### src/hdl/lmsct_pkg.sv
// Shared types, codes and helpers for the LMS linear classifier trainer.
// No dependencies; imported by the top level.

package lmsct_pkg;

	// Item kinds carried in the input tuser field.
	localparam logic [1:0] KIND_FEATURE = 2'd0;
	localparam logic [1:0] KIND_WEIGHT  = 2'd1;
	localparam logic [1:0] KIND_BIAS    = 2'd2;

	// Configuration register indexes.
	localparam int         CFG_IDX_W         = 1;
	localparam logic [0:0] CFG_LEARNING_RATE = 1'b0;
	localparam logic [0:0] CFG_CLASS_COUNT   = 1'b1;
	localparam int         CFG_DATA_W        = 16;

	// Stream word widths, padded to whole bytes.
	localparam int IN_TDATA_W  = 88;
	localparam int OUT_TDATA_W = 72;

	// Reset values of the configuration registers.
	localparam logic [15:0] LEARNING_RATE_RST = 16'd655;
	localparam logic [4:0]  CLASS_COUNT_RST   = 5'd5;

	// Sequencer states.
	typedef enum logic [3:0] {
		ST_IDLE,
		ST_MUL,
		ST_ACC,
		ST_PRED,
		ST_ERR,
		ST_RE_MUL,
		ST_RE,
		ST_UPD_MUL,
		ST_UPD_WR,
		ST_EMIT
	} state_t;

	// Saturate a wide signed value to the 32-bit range.
	function automatic logic signed [31:0] sat32(input logic signed [49:0] v);
		logic signed [31:0] r;
		if (v > 50'sd2147483647) begin
			r = 32'sh7fffffff;
		end else if (v < -50'sd2147483648) begin
			r = 32'sh80000000;
		end else begin
			r = v[31:0];
		end
		return r;
	endfunction

endpackage

### src/hdl/lmsct_ram.sv
// Generic single-write, single-read memory with a registered read port.
// No dependencies; used for the weight store and the feature buffer.

module lmsct_ram #(
	parameter int WIDTH = 32,
	parameter int DEPTH = 16
) (
	input  logic                                      clk,
	input  logic                                      we,
	input  logic [((DEPTH > 1) ? $clog2(DEPTH) : 1)-1:0] waddr,
	input  logic [WIDTH-1:0]                          wdata,
	input  logic [((DEPTH > 1) ? $clog2(DEPTH) : 1)-1:0] raddr,
	output logic [WIDTH-1:0]                          rdata
);

	logic [WIDTH-1:0] mem [DEPTH];

	// Write port and registered read port.
	always_ff @(posedge clk) begin
		if (we) begin
			mem[waddr] <= wdata;
		end
		rdata <= mem[raddr];
	end

endmodule

### src/hdl/lms_linear_classifier_trainer.sv
// Top level of the LMS linear classifier trainer: stream ports, sequencer,
// shared multiplier and update datapath. Depends on lmsct_pkg and lmsct_ram.

// One linear neuron trained with the Widrow-Hoff rule. Feature words enter
// one element at a time; each is buffered and its product with the stored
// weight is added to the dot accumulator. The element marked last produces
// one result word (prediction, clamped class, error); with train set, all
// weights and the bias are then updated. All products go through a single
// 33x17 multiplier with a registered output, and the weights and features sit
// in memories with one write port and one registered read port. A weight, bias
// or unused word is handled in the idle state alone; a feature element in range
// is multiplied, then accumulated; a last element then goes on to prediction and
// error (straight from idle when its index lies outside the vector), and a
// trained vector then forms the rate-error product and its rounding, then per
// weight a multiply step and a saturate-and-write-back step. The input is not
// ready while an item is being worked on; a finished result waits in the output
// register and the next item is taken meanwhile. A second result holds the
// sequencer in its emit step until the first one has been taken.

module lms_linear_classifier_trainer
	import lmsct_pkg::*;
#(
	parameter int NUM_FEATURES = 16
) (
	input  logic                   clk,
	input  logic                   arst_n,
	// Input stream.
	input  logic                   s_axis_tvalid,
	output logic                   s_axis_tready,
	// index[3:0], feature[19:4], train[20], target[52:21], load_value[84:53], zero fill
	input  logic [IN_TDATA_W-1:0]  s_axis_tdata,
	// kind[1:0]
	input  logic [1:0]             s_axis_tuser,
	input  logic                   s_axis_tlast,
	// Result stream.
	output logic                   m_axis_tvalid,
	input  logic                   m_axis_tready,
	// prediction[31:0], predicted_class[35:32], error_value[67:36], zero fill
	output logic [OUT_TDATA_W-1:0] m_axis_tdata,
	// Configuration write port.
	input  logic                   cfg_we,
	input  logic [CFG_IDX_W-1:0]   cfg_index,
	input  logic [CFG_DATA_W-1:0]  cfg_data
);

	localparam int AW = (NUM_FEATURES > 1) ? $clog2(NUM_FEATURES) : 1;
	localparam logic [AW-1:0] LAST_ADDR = AW'(NUM_FEATURES - 1);

	// Input word fields.
	logic [1:0]         in_kind;
	logic [3:0]         in_index;
	logic signed [15:0] in_feature;
	logic               in_train;
	logic signed [31:0] in_target;
	logic signed [31:0] in_load;
	logic [8:0]         index_ext;
	logic               in_range;
	logic [AW-1:0]      in_addr;
	logic               accept;

	// Sequencer and control registers.
	state_t             state_q, state_d;
	logic [AW-1:0]      cnt_q;
	logic [NUM_FEATURES-1:0] wvalid_q;
	logic signed [47:0] acc_q;
	logic signed [31:0] bias_q;
	logic [15:0]        lr_q;
	logic [4:0]         cc_q;
	logic               m_valid_q;

	// Datapath registers.
	logic signed [15:0] feat_q;
	logic               last_q;
	logic               train_q;
	logic signed [31:0] target_q;
	logic signed [49:0] prod_q;
	logic signed [31:0] pred_q;
	logic signed [31:0] err_q;
	logic [3:0]         cls_q;
	logic signed [31:0] re_q;
	logic signed [31:0] wold_q;
	logic               wvld_q;
	logic signed [31:0] out_pred_q;
	logic [3:0]         out_cls_q;
	logic signed [31:0] out_err_q;

	// Memory ports.
	logic               w_we;
	logic [AW-1:0]      w_waddr;
	logic signed [31:0] w_wdata;
	logic [31:0]        w_rd;
	logic               f_we;
	logic [15:0]        f_rd;
	logic [AW-1:0]      rd_addr;

	// Arithmetic.
	logic signed [31:0] w_cur;
	logic signed [32:0] mul_a;
	logic signed [16:0] mul_b;
	logic signed [49:0] mul_p;
	logic signed [49:0] rnd14;
	logic signed [49:0] rnd16;
	logic signed [47:0] term;
	logic signed [31:0] re_next;
	logic signed [31:0] bias_new;
	logic signed [31:0] w_new;
	logic signed [49:0] pred_sum;
	logic signed [49:0] err_diff;
	logic signed [32:0] cls_rnd;
	logic [3:0]         top_m1;
	logic [3:0]         cls_next;
	logic               out_free;

	// Unpack the input word.
	assign in_kind    = s_axis_tuser;
	assign in_index   = s_axis_tdata[3:0];
	assign in_feature = s_axis_tdata[19:4];
	assign in_train   = s_axis_tdata[20];
	assign in_target  = s_axis_tdata[52:21];
	assign in_load    = s_axis_tdata[84:53];
	assign index_ext  = {5'd0, in_index};
	assign in_range   = index_ext < 9'(NUM_FEATURES);
	assign in_addr    = index_ext[AW-1:0];

	assign s_axis_tready = (state_q == ST_IDLE);
	assign accept        = s_axis_tvalid && s_axis_tready;
	assign out_free      = !m_valid_q || m_axis_tready;

	// Weight store and feature buffer.
	lmsct_ram #(.WIDTH(32), .DEPTH(NUM_FEATURES)) u_weight_ram (
		.clk   (clk),
		.we    (w_we),
		.waddr (w_waddr),
		.wdata (w_wdata),
		.raddr (rd_addr),
		.rdata (w_rd)
	);

	lmsct_ram #(.WIDTH(16), .DEPTH(NUM_FEATURES)) u_feature_ram (
		.clk   (clk),
		.we    (f_we),
		.waddr (in_addr),
		.wdata (in_feature),
		.raddr (rd_addr),
		.rdata (f_rd)
	);

	// A weight never written since reset reads as zero.
	assign w_cur = wvld_q ? $signed(w_rd) : 32'sd0;

	// Shared multiplier operand selection.
	always_comb begin
		case (state_q)
			ST_RE_MUL: begin
				mul_a = {err_q[31], err_q};
				mul_b = $signed({1'b0, lr_q});
			end
			ST_UPD_MUL: begin
				mul_a = {re_q[31], re_q};
				mul_b = $signed({f_rd[15], f_rd});
			end
			default: begin
				mul_a = {w_cur[31], w_cur};
				mul_b = {feat_q[15], feat_q};
			end
		endcase
	end

	assign mul_p = mul_a * mul_b;

	// Rounding shifts of the registered product.
	assign rnd14   = prod_q + 50'sd8192;
	assign rnd16   = prod_q + 50'sd32768;
	assign term    = {{12{rnd14[49]}}, rnd14[49:14]};
	assign re_next = rnd16[47:16];

	// Saturated updates, prediction and error.
	assign bias_new = sat32({{18{bias_q[31]}}, bias_q} - {{18{re_next[31]}}, re_next});
	assign w_new    = sat32({{18{wold_q[31]}}, wold_q} - {{14{rnd14[49]}}, rnd14[49:14]});
	assign pred_sum = {{18{bias_q[31]}}, bias_q} + {{2{acc_q[47]}}, acc_q};
	assign err_diff = {{18{pred_q[31]}}, pred_q} - {{18{target_q[31]}}, target_q};

	// Class: round half up, then clamp to 0..class_count-1; a class count of 0 acts as 1, one above 16 as 16.
	assign cls_rnd = {pred_q[31], pred_q} + 33'sd32768;

	always_comb begin
		if (cc_q == 5'd0) begin
			top_m1 = 4'd0;
		end else if (cc_q > 5'd16) begin
			top_m1 = 4'd15;
		end else begin
			top_m1 = 4'(cc_q - 5'd1);
		end
		if (cls_rnd[32]) begin
			cls_next = 4'd0;
		end else if (cls_rnd[32:16] > {13'd0, top_m1}) begin
			cls_next = top_m1;
		end else begin
			cls_next = cls_rnd[19:16];
		end
	end

	// Next state and memory control.
	always_comb begin
		state_d = state_q;
		w_we    = 1'b0;
		w_waddr = cnt_q;
		w_wdata = w_new;
		f_we    = 1'b0;
		rd_addr = cnt_q;
		case (state_q)
			ST_IDLE: begin
				rd_addr = in_addr;
				if (accept) begin
					case (in_kind)
						KIND_FEATURE: begin
							if (in_range) begin
								f_we    = 1'b1;
								state_d = ST_MUL;
							end else if (s_axis_tlast) begin
								state_d = ST_PRED;
							end
						end
						KIND_WEIGHT: begin
							w_we    = in_range;
							w_waddr = in_addr;
							w_wdata = in_load;
						end
						default: ;
					endcase
				end
			end
			ST_MUL:     state_d = ST_ACC;
			ST_ACC:     state_d = last_q ? ST_PRED : ST_IDLE;
			ST_PRED:    state_d = ST_ERR;
			ST_ERR:     state_d = train_q ? ST_RE_MUL : ST_EMIT;
			ST_RE_MUL:  state_d = ST_RE;
			ST_RE: begin
				rd_addr = '0;
				state_d = ST_UPD_MUL;
			end
			ST_UPD_MUL: state_d = ST_UPD_WR;
			ST_UPD_WR: begin
				w_we = 1'b1;
				if (cnt_q == LAST_ADDR) begin
					state_d = ST_EMIT;
				end else begin
					rd_addr = cnt_q + 1'b1;
					state_d = ST_UPD_MUL;
				end
			end
			ST_EMIT: begin
				if (out_free) begin
					state_d = ST_IDLE;
				end
			end
			default:    state_d = ST_IDLE;
		endcase
	end

	// State register.
	always_ff @(posedge clk or negedge arst_n) begin
		if (!arst_n) begin
			state_q <= ST_IDLE;
		end else begin
			state_q <= state_d;
		end
	end

	// Control state, weight valid bits, accumulator, bias and configuration.
	always_ff @(posedge clk or negedge arst_n) begin
		if (!arst_n) begin
			cnt_q     <= '0;
			wvalid_q  <= '0;
			acc_q     <= '0;
			bias_q    <= '0;
			lr_q      <= LEARNING_RATE_RST;
			cc_q      <= CLASS_COUNT_RST;
			m_valid_q <= 1'b0;
		end else begin
			if (w_we) begin
				wvalid_q[w_waddr] <= 1'b1;
			end
			if (state_q == ST_RE) begin
				cnt_q <= '0;
			end else if (state_q == ST_UPD_WR && cnt_q != LAST_ADDR) begin
				cnt_q <= cnt_q + 1'b1;
			end
			if (state_q == ST_ACC) begin
				acc_q <= acc_q + term;
			end else if (state_q == ST_PRED) begin
				acc_q <= '0;
			end
			if (accept && in_kind == KIND_BIAS) begin
				bias_q <= in_load;
			end else if (state_q == ST_RE) begin
				bias_q <= bias_new;
			end
			if (cfg_we) begin
				case (cfg_index)
					CFG_LEARNING_RATE: lr_q <= cfg_data;
					CFG_CLASS_COUNT:   cc_q <= cfg_data[4:0];
					default: ;
				endcase
			end
			if (state_q == ST_EMIT && out_free) begin
				m_valid_q <= 1'b1;
			end else if (m_axis_tready) begin
				m_valid_q <= 1'b0;
			end
		end
	end

	// Datapath registers.
	always_ff @(posedge clk) begin
		if (accept) begin
			feat_q   <= in_feature;
			last_q   <= s_axis_tlast;
			train_q  <= in_train;
			target_q <= in_target;
		end
		wvld_q <= wvalid_q[rd_addr];
		prod_q <= mul_p;
		if (state_q == ST_PRED) begin
			pred_q <= sat32(pred_sum);
		end
		if (state_q == ST_ERR) begin
			err_q <= sat32(err_diff);
			cls_q <= cls_next;
		end
		if (state_q == ST_RE) begin
			re_q <= re_next;
		end
		if (state_q == ST_UPD_MUL) begin
			wold_q <= w_cur;
		end
		if (state_q == ST_EMIT && out_free) begin
			out_pred_q <= pred_q;
			out_cls_q  <= cls_q;
			out_err_q  <= err_q;
		end
	end

	assign m_axis_tvalid = m_valid_q;
	assign m_axis_tdata  = {4'd0, out_err_q, out_cls_q, out_pred_q};

	// A result word appears only when the sequencer hands one over.
	a_emit_source: assert property (@(posedge clk) disable iff (!arst_n)
		$rose(m_axis_tvalid) |-> $past(state_q == ST_EMIT))
		else $error("result word raised outside the emit step");

	// The accumulator is empty after every prediction.
	a_acc_cleared: assert property (@(posedge clk) disable iff (!arst_n)
		(state_q == ST_PRED) |=> (acc_q == 48'sd0))
		else $error("dot accumulator not cleared after prediction");

	// The update sweep stays inside the weight store.
	a_cnt_range: assert property (@(posedge clk) disable iff (!arst_n)
		(state_q == ST_UPD_MUL || state_q == ST_UPD_WR) |-> (cnt_q <= LAST_ADDR))
		else $error("update counter out of range");

	// A finished update sweep leaves every weight written.
	a_sweep_done: assert property (@(posedge clk) disable iff (!arst_n)
		(state_q == ST_UPD_WR && cnt_q == LAST_ADDR) |=> (&wvalid_q))
		else $error("update sweep skipped a weight");

endmodule

### config.mk
export PLATFORM = sky130hd
export DESIGN_NAME = lms_linear_classifier_trainer
export DESIGN_NICKNAME = d
export VERILOG_FILES = /design/src/hdl/lmsct_pkg.sv /design/src/hdl/lmsct_ram.sv /design/src/hdl/lms_linear_classifier_trainer.sv
export SDC_FILE = /design/constraint.sdc
export NUM_CORES = 2
export LEC_CHECK = 0
export ABC_CLOCK_PERIOD_IN_PS = 16149
export BUFFER_PORTS_ARGS = -buffer_cell sky130_fd_sc_hd__buf_2
export CELL_PAD_IN_SITES_DETAIL_PLACEMENT = 1
export CELL_PAD_IN_SITES_GLOBAL_PLACEMENT = 1
export CORE_AREA = 2 2 335 586
export DETAILED_ROUTE_END_ITERATION = 8
export DIE_AREA = 0 0 337 588
export GPL_TIMING_DRIVEN = 0
export PLACE_DENSITY = 0.69
export SLEW_MARGIN = 20
export SYNTH_ARGS = -nofsm -noshare
export SYNTH_HDL_FRONTEND = slang
export SYNTH_SLANG_ARGS = --single-unit
### constraint.sdc
create_clock -name clk -period 16.15 [get_ports clk]
set_input_delay 0.8075 -clock clk [delete_from_list [all_inputs] [get_ports clk]]
set_output_delay 0.8075 -clock clk [all_outputs]
set_load 0.03 [all_outputs]
==> impl.org <==
** Run status
- The run finished with clean final reports.

** STA
- After layout, the minimum clock period comes to between 10 and 15 ns.
- In this run the tightest slew margin relative to its limit is 0.124.
- Setup repair after global routing left no endpoint under its margin.
- Final hold violation count :: 0
- Clk_skew :: 0.0837 ns
- At the pin with the least slew margin, the transition time is between 1 and 1.5 ns.
- Setup slack on the critical path of the routed design comes to roughly 4.8 ns.
- The number of slew-limit violations in the final report was 0.
- Achievable Freq :: 0.0881 GHz
- Number of setup violations in the final report :: 0
- Final Cycle Share :: 0.703
- Final TNS setup :: 0 ns

** Worst setup path
- Sort of element at the end of the critical path :: flop
- The worst setup path is of the flop to flop kind.
- The slowest stage of the critical path is the sky130_fd_sc_hd__clkbuf_1 cell.
- The cell family contributing the most delay on the critical path is adder cells.
- Type of origin of the critical path :: flop
- For the worst setup path, the data required time is 16.81 ns.
- Of all nets on the critical path, the largest fanout is 10.
- Slowest cell delay on critical path :: 0.95 ns
- Depth of the worst register-to-register path :: 29
- The worst register-to-register path has a setup slack of around 4.8 ns.
- The cell that appears most often on the critical path is sky130_fd_sc_hd__fa_1.
- Reg2Reg Launch Point :: state_q[2]
- In this run the critical register-to-register path is captured at prod_q[48].
- Data arrival at the endpoint of the critical path :: 12.01 ns
- Together, buffers and inverters on the worst path number 8.

** Floorplanning
- The core region is 194,000 sq um.
- Cell row count :: 214
- DIE HEIGHT :: ~600 um
- For this configuration, the core starts out at a cell density of 0.397.
- Boundary pin count :: 187
- Measured along the x axis, the die boundary spans 337 um.
- Die area :: 198,000 sq um

** Drt
- DR vias :: about 58,000
- DRC viols :: 0
- Drt total wl :: 295,000 um
- Met3 Routed Length :: ~14,000 um
- Length of the first detailed-routing pass in iterations :: 5
- Initial DRC count :: 4,002
- After detailed routing, the number of vias per cell comes to 5.71.
- Detailed routing placed a total of 154,000 um of wire on met2.
- Met1 wire length :: 99,100 um
- Number of routed nets with antenna violations :: 0
- Highest layer used for signal routing :: met5
- Wire per inst :: 29.1 um

** Global route
- The first global-routing pass estimated 426,000 um of wire.
- The via count of the first global-routing pass is 64,000.
- In the global route stage, overall resource usage came out at 0.297.
- Remaining global-route overflow :: 0
- Number of antenna violations at the first check in global routing :: 24
- Largest net degree at the start of global routing :: 70

** Synth
- Counting flops with an async set or reset pin after synthesis yields a share of 0.102.
- Number of synthesis warnings :: 0
- Dividing the synthesized area by the synthesized cell count gives 10.8 sq um.
- Cell types occupying the most area after synthesis :: sky130_fd_sc_hd__edfxtp_1 (40%), sky130_fd_sc_hd__fa_1 (14%), sky130_fd_sc_hd__ha_1 (5.1%)
- The fraction of the mapped netlist area in compound gates is 0.133.
- Largest family of logic cells by synthesized area :: adder cells
- Xor and xnor fraction of the mapped netlist area :: 0.0318
- Share of the synthesized area in the top cell type :: 0.397
- Number of register bits inferred by synthesis :: roughly 1,200
- Cell taking the most area after synthesis :: sky130_fd_sc_hd__edfxtp_1
- The cell area that synthesis handed to floorplanning was 76,900 sq um.
- Simple logic cell fraction of the synthesized area :: 0.122
- The most used flip-flop cell after synthesis is sky130_fd_sc_hd__edfxtp_1.
- In this run, synthesis inferred 1,018 flip-flops with an integrated enable.
- Proportion of synthesized chip area in sequential cells :: 0.461
- Of the total synthesized cell area, the portion taken by full adders, half adders and majority gates is 0.191.
- Synthesized instance count :: 7,109
- Distinct cell type count of the synthesized netlist :: 94
- The portion of synthesized area spent on multiplexers is 0.00971.

** Clock network
- After clock tree synthesis, the clock-pin slew on the worst setup and hold paths is 0.07 ns.
- Largest buffer count on any clock path :: 3
- The number of clock buffers added by TritonCTS is 117.
- For the worst-skew pair, the clock arrives at the later sink with an insertion delay of slightly below 0.8 ns.
- In this run the number of H-tree levels came out at 3.
- TritonCTS built the clock tree.
- Post-cts sizing count :: 0
- The cell sitting at the root of the clock tree is a sky130_fd_sc_hd__clkbuf_16.
- Clock tree synthesis found a total of 1,230 sinks.

** Hold path
- Type of the most critical hold path :: primary input to flop
- The worst hold path terminates at target_q[30].
- Worst hold path depth :: 1
- The startpoint identified for the worst hold timing path is s_axis_tdata[51].

** Final layout
- Final layout net count :: 8,424
- The filler cells instantiated in the layout total 21,100.
- In the final layout, the multi-input gates occupy 37,800 sq um.
- Sequential cell area :: between 30,000 and 40,000 sq um
- Layout cell share with drive strength beyond 1 :: 0.0860
- Layout area overhead :: 12.4%

** Placed design
- After legalization and detailed placement, the total HPWL measured 240,000 um.
- Setup slack after placement :: 4.57 ns
- GP Congestion :: 0.990
- Count of buffers inserted at the top-level ports :: 177

** Job
- The tool flagged a number of max-cap violations equal to 0.
cell type report:
class                      instances  area share
timing repair buffer             234      0.0209
buffer                           344      0.0160
multi-input combinational       4828       0.438
inverter                         710      0.0309
clock buffer                     142      0.0359
antenna                            9    0.000260
clock inverter                    82      0.0111
tap                             2592      0.0375
sequential                      1230       0.410
metal layers:
layer  vias up  global-route usage
met5         -                   0
met3       881              0.0404
li1      25400                   -
met1     29800               0.301
met4        16               0.235
met2      1952               0.541
synthesized netlist by cell type (51+ instances only):
library cell and count:
sky130_fd_sc_hd__clkbuf_1 287, sky130_fd_sc_hd__mux2i_1 51, sky130_fd_sc_hd__dfxtp_1 86, sky130_fd_sc_hd__dfrtp_1 118
sky130_fd_sc_hd__fa_1 530, sky130_fd_sc_hd__nor2_1 473, sky130_fd_sc_hd__xnor2_1 184, sky130_fd_sc_hd__a21o_1 103
sky130_fd_sc_hd__a31oi_1 125, sky130_fd_sc_hd__xor2_1 95, sky130_fd_sc_hd__o21ai_1 76, sky130_fd_sc_hd__o21ai_0 174
sky130_fd_sc_hd__a311oi_1 98, sky130_fd_sc_hd__a211oi_1 264, sky130_fd_sc_hd__nand2_1 929, sky130_fd_sc_hd__edfxtp_1 1018
sky130_fd_sc_hd__inv_1 710, sky130_fd_sc_hd__a21oi_1 399, sky130_fd_sc_hd__nand3_1 71, sky130_fd_sc_hd__o21a_1 73
sky130_fd_sc_hd__ha_1 316, sky130_fd_sc_hd__and2_1 259
timing repair:
action / in CTS / in global routing
buffers inserted: 0 / 0
hold buffers: 1 / 0
endpoints found under the hold margin: 37 / 0
cells in the final DEF, fill, tap and decap left out, types with 28 or more instances in the layout:
cell type	Yosys	layout
sky130_fd_sc_hd__nand4_1	47	47
sky130_fd_sc_hd__a21o_1	103	103
sky130_fd_sc_hd__edfxtp_1	1018	1018
sky130_fd_sc_hd__o21ai_2	3	30
sky130_fd_sc_hd__or2_2	28	28
sky130_fd_sc_hd__o21ai_0	174	169
sky130_fd_sc_hd__o21a_1	73	73
sky130_fd_sc_hd__nand3_1	71	71
sky130_fd_sc_hd__nand2b_1	42	42
sky130_fd_sc_hd__a21oi_1	399	381
sky130_fd_sc_hd__a31oi_1	125	125
sky130_fd_sc_hd__a21oi_2	11	29
sky130_fd_sc_hd__dfxtp_1	86	86
sky130_fd_sc_hd__inv_1	710	709
sky130_fd_sc_hd__mux2i_1	51	51
sky130_fd_sc_hd__xnor2_1	184	182
sky130_fd_sc_hd__buf_2	23	200
sky130_fd_sc_hd__and3_1	39	38
sky130_fd_sc_hd__fa_1	530	530
sky130_fd_sc_hd__nor3_1	49	45
sky130_fd_sc_hd__and2_1	259	257
sky130_fd_sc_hd__a211oi_1	264	264
sky130_fd_sc_hd__xor2_1	95	94
sky130_fd_sc_hd__o21bai_1	32	32
sky130_fd_sc_hd__clkbuf_1	287	298
sky130_fd_sc_hd__nor2b_1	42	40
sky130_fd_sc_hd__dfrtp_1	118	118
sky130_fd_sc_hd__o21ai_1	76	54
sky130_fd_sc_hd__a22o_1	38	38
sky130_fd_sc_hd__nand2_1	929	929
sky130_fd_sc_hd__a311oi_1	98	98
sky130_fd_sc_hd__ha_1	316	316
sky130_fd_sc_hd__clkbuf_16	0	118
sky130_fd_sc_hd__nor2_1	473	446
worst register-to-register path: cells and delay by family (launching register included):
family | cells | cell delay [ns]
adder cells (fa/ha/maj) | 7 | 3.59
AO/OA/AOI/OAI | 8 | 3.27
buffers and inverters | 8 | 2.62
AND/OR/NAND/NOR | 5 | 1.09
flip-flops | 1 | 0.39
XOR/XNOR | 1 | 0.33
registers in the layout, indices dropped and copies added (netlist names), 4 cells and up:
signal,count
out_err_q,32
cls_q,4
u_feature_ram.mem,256
err_q,32
cnt_q,4
wvalid_q,16
bias_q,32
lr_q,16
wold_q,32
re_q,32
pred_q,32
out_pred_q,32
feat_q,16
u_feature_ram.rdata,16
prod_q,37
state_q,4
cc_q,5
u_weight_ram.rdata,32
acc_q,48
out_cls_q,4
target_q,32
u_weight_ram.mem,512
stage by stage:
stage	hold WS, ns	cell area [sq um]	utilization	instances
6_report	0.205	86500	0.447	10200
5_1_grt	0.196	86500	0.447	10200
4_1_cts	0.169	86400	0.446	10200
3_5_place_dp	0.412	82300	0.425	9937
3_3_place_gp	0.408	81100	0.419	9881
2_1_floorplan	0.400	76900	-	7112
cell families after synthesis:
logic type | after synthesis
buf+inv | 1054
compound gates | 1551
fa+ha+maj | 856
other cells | 1
simple gates | 2066
mux | 72
xor+xnor | 279
flops | 1230
how the worst max path moves through the flow:
stage / start / end / slack (ns) / cells past startpoint
2_1_floorplan: state_q[1] / prod_q[49] / 8.04 / 28
3_3_place_gp: state_q[1] / prod_q[48] / 4.60 / 27
3_5_place_dp: state_q[1] / prod_q[48] / 4.57 / 28
4_1_cts: state_q[1] / prod_q[49] / 4.53 / 29
5_1_grt: state_q[2] / prod_q[49] / 4.53 / 30
6_report: state_q[2] / prod_q[48] / 4.80 / 29
Power is not shown: default switching activity piles up to over one toggle a cycle in this logic, so the estimate is an artifact.
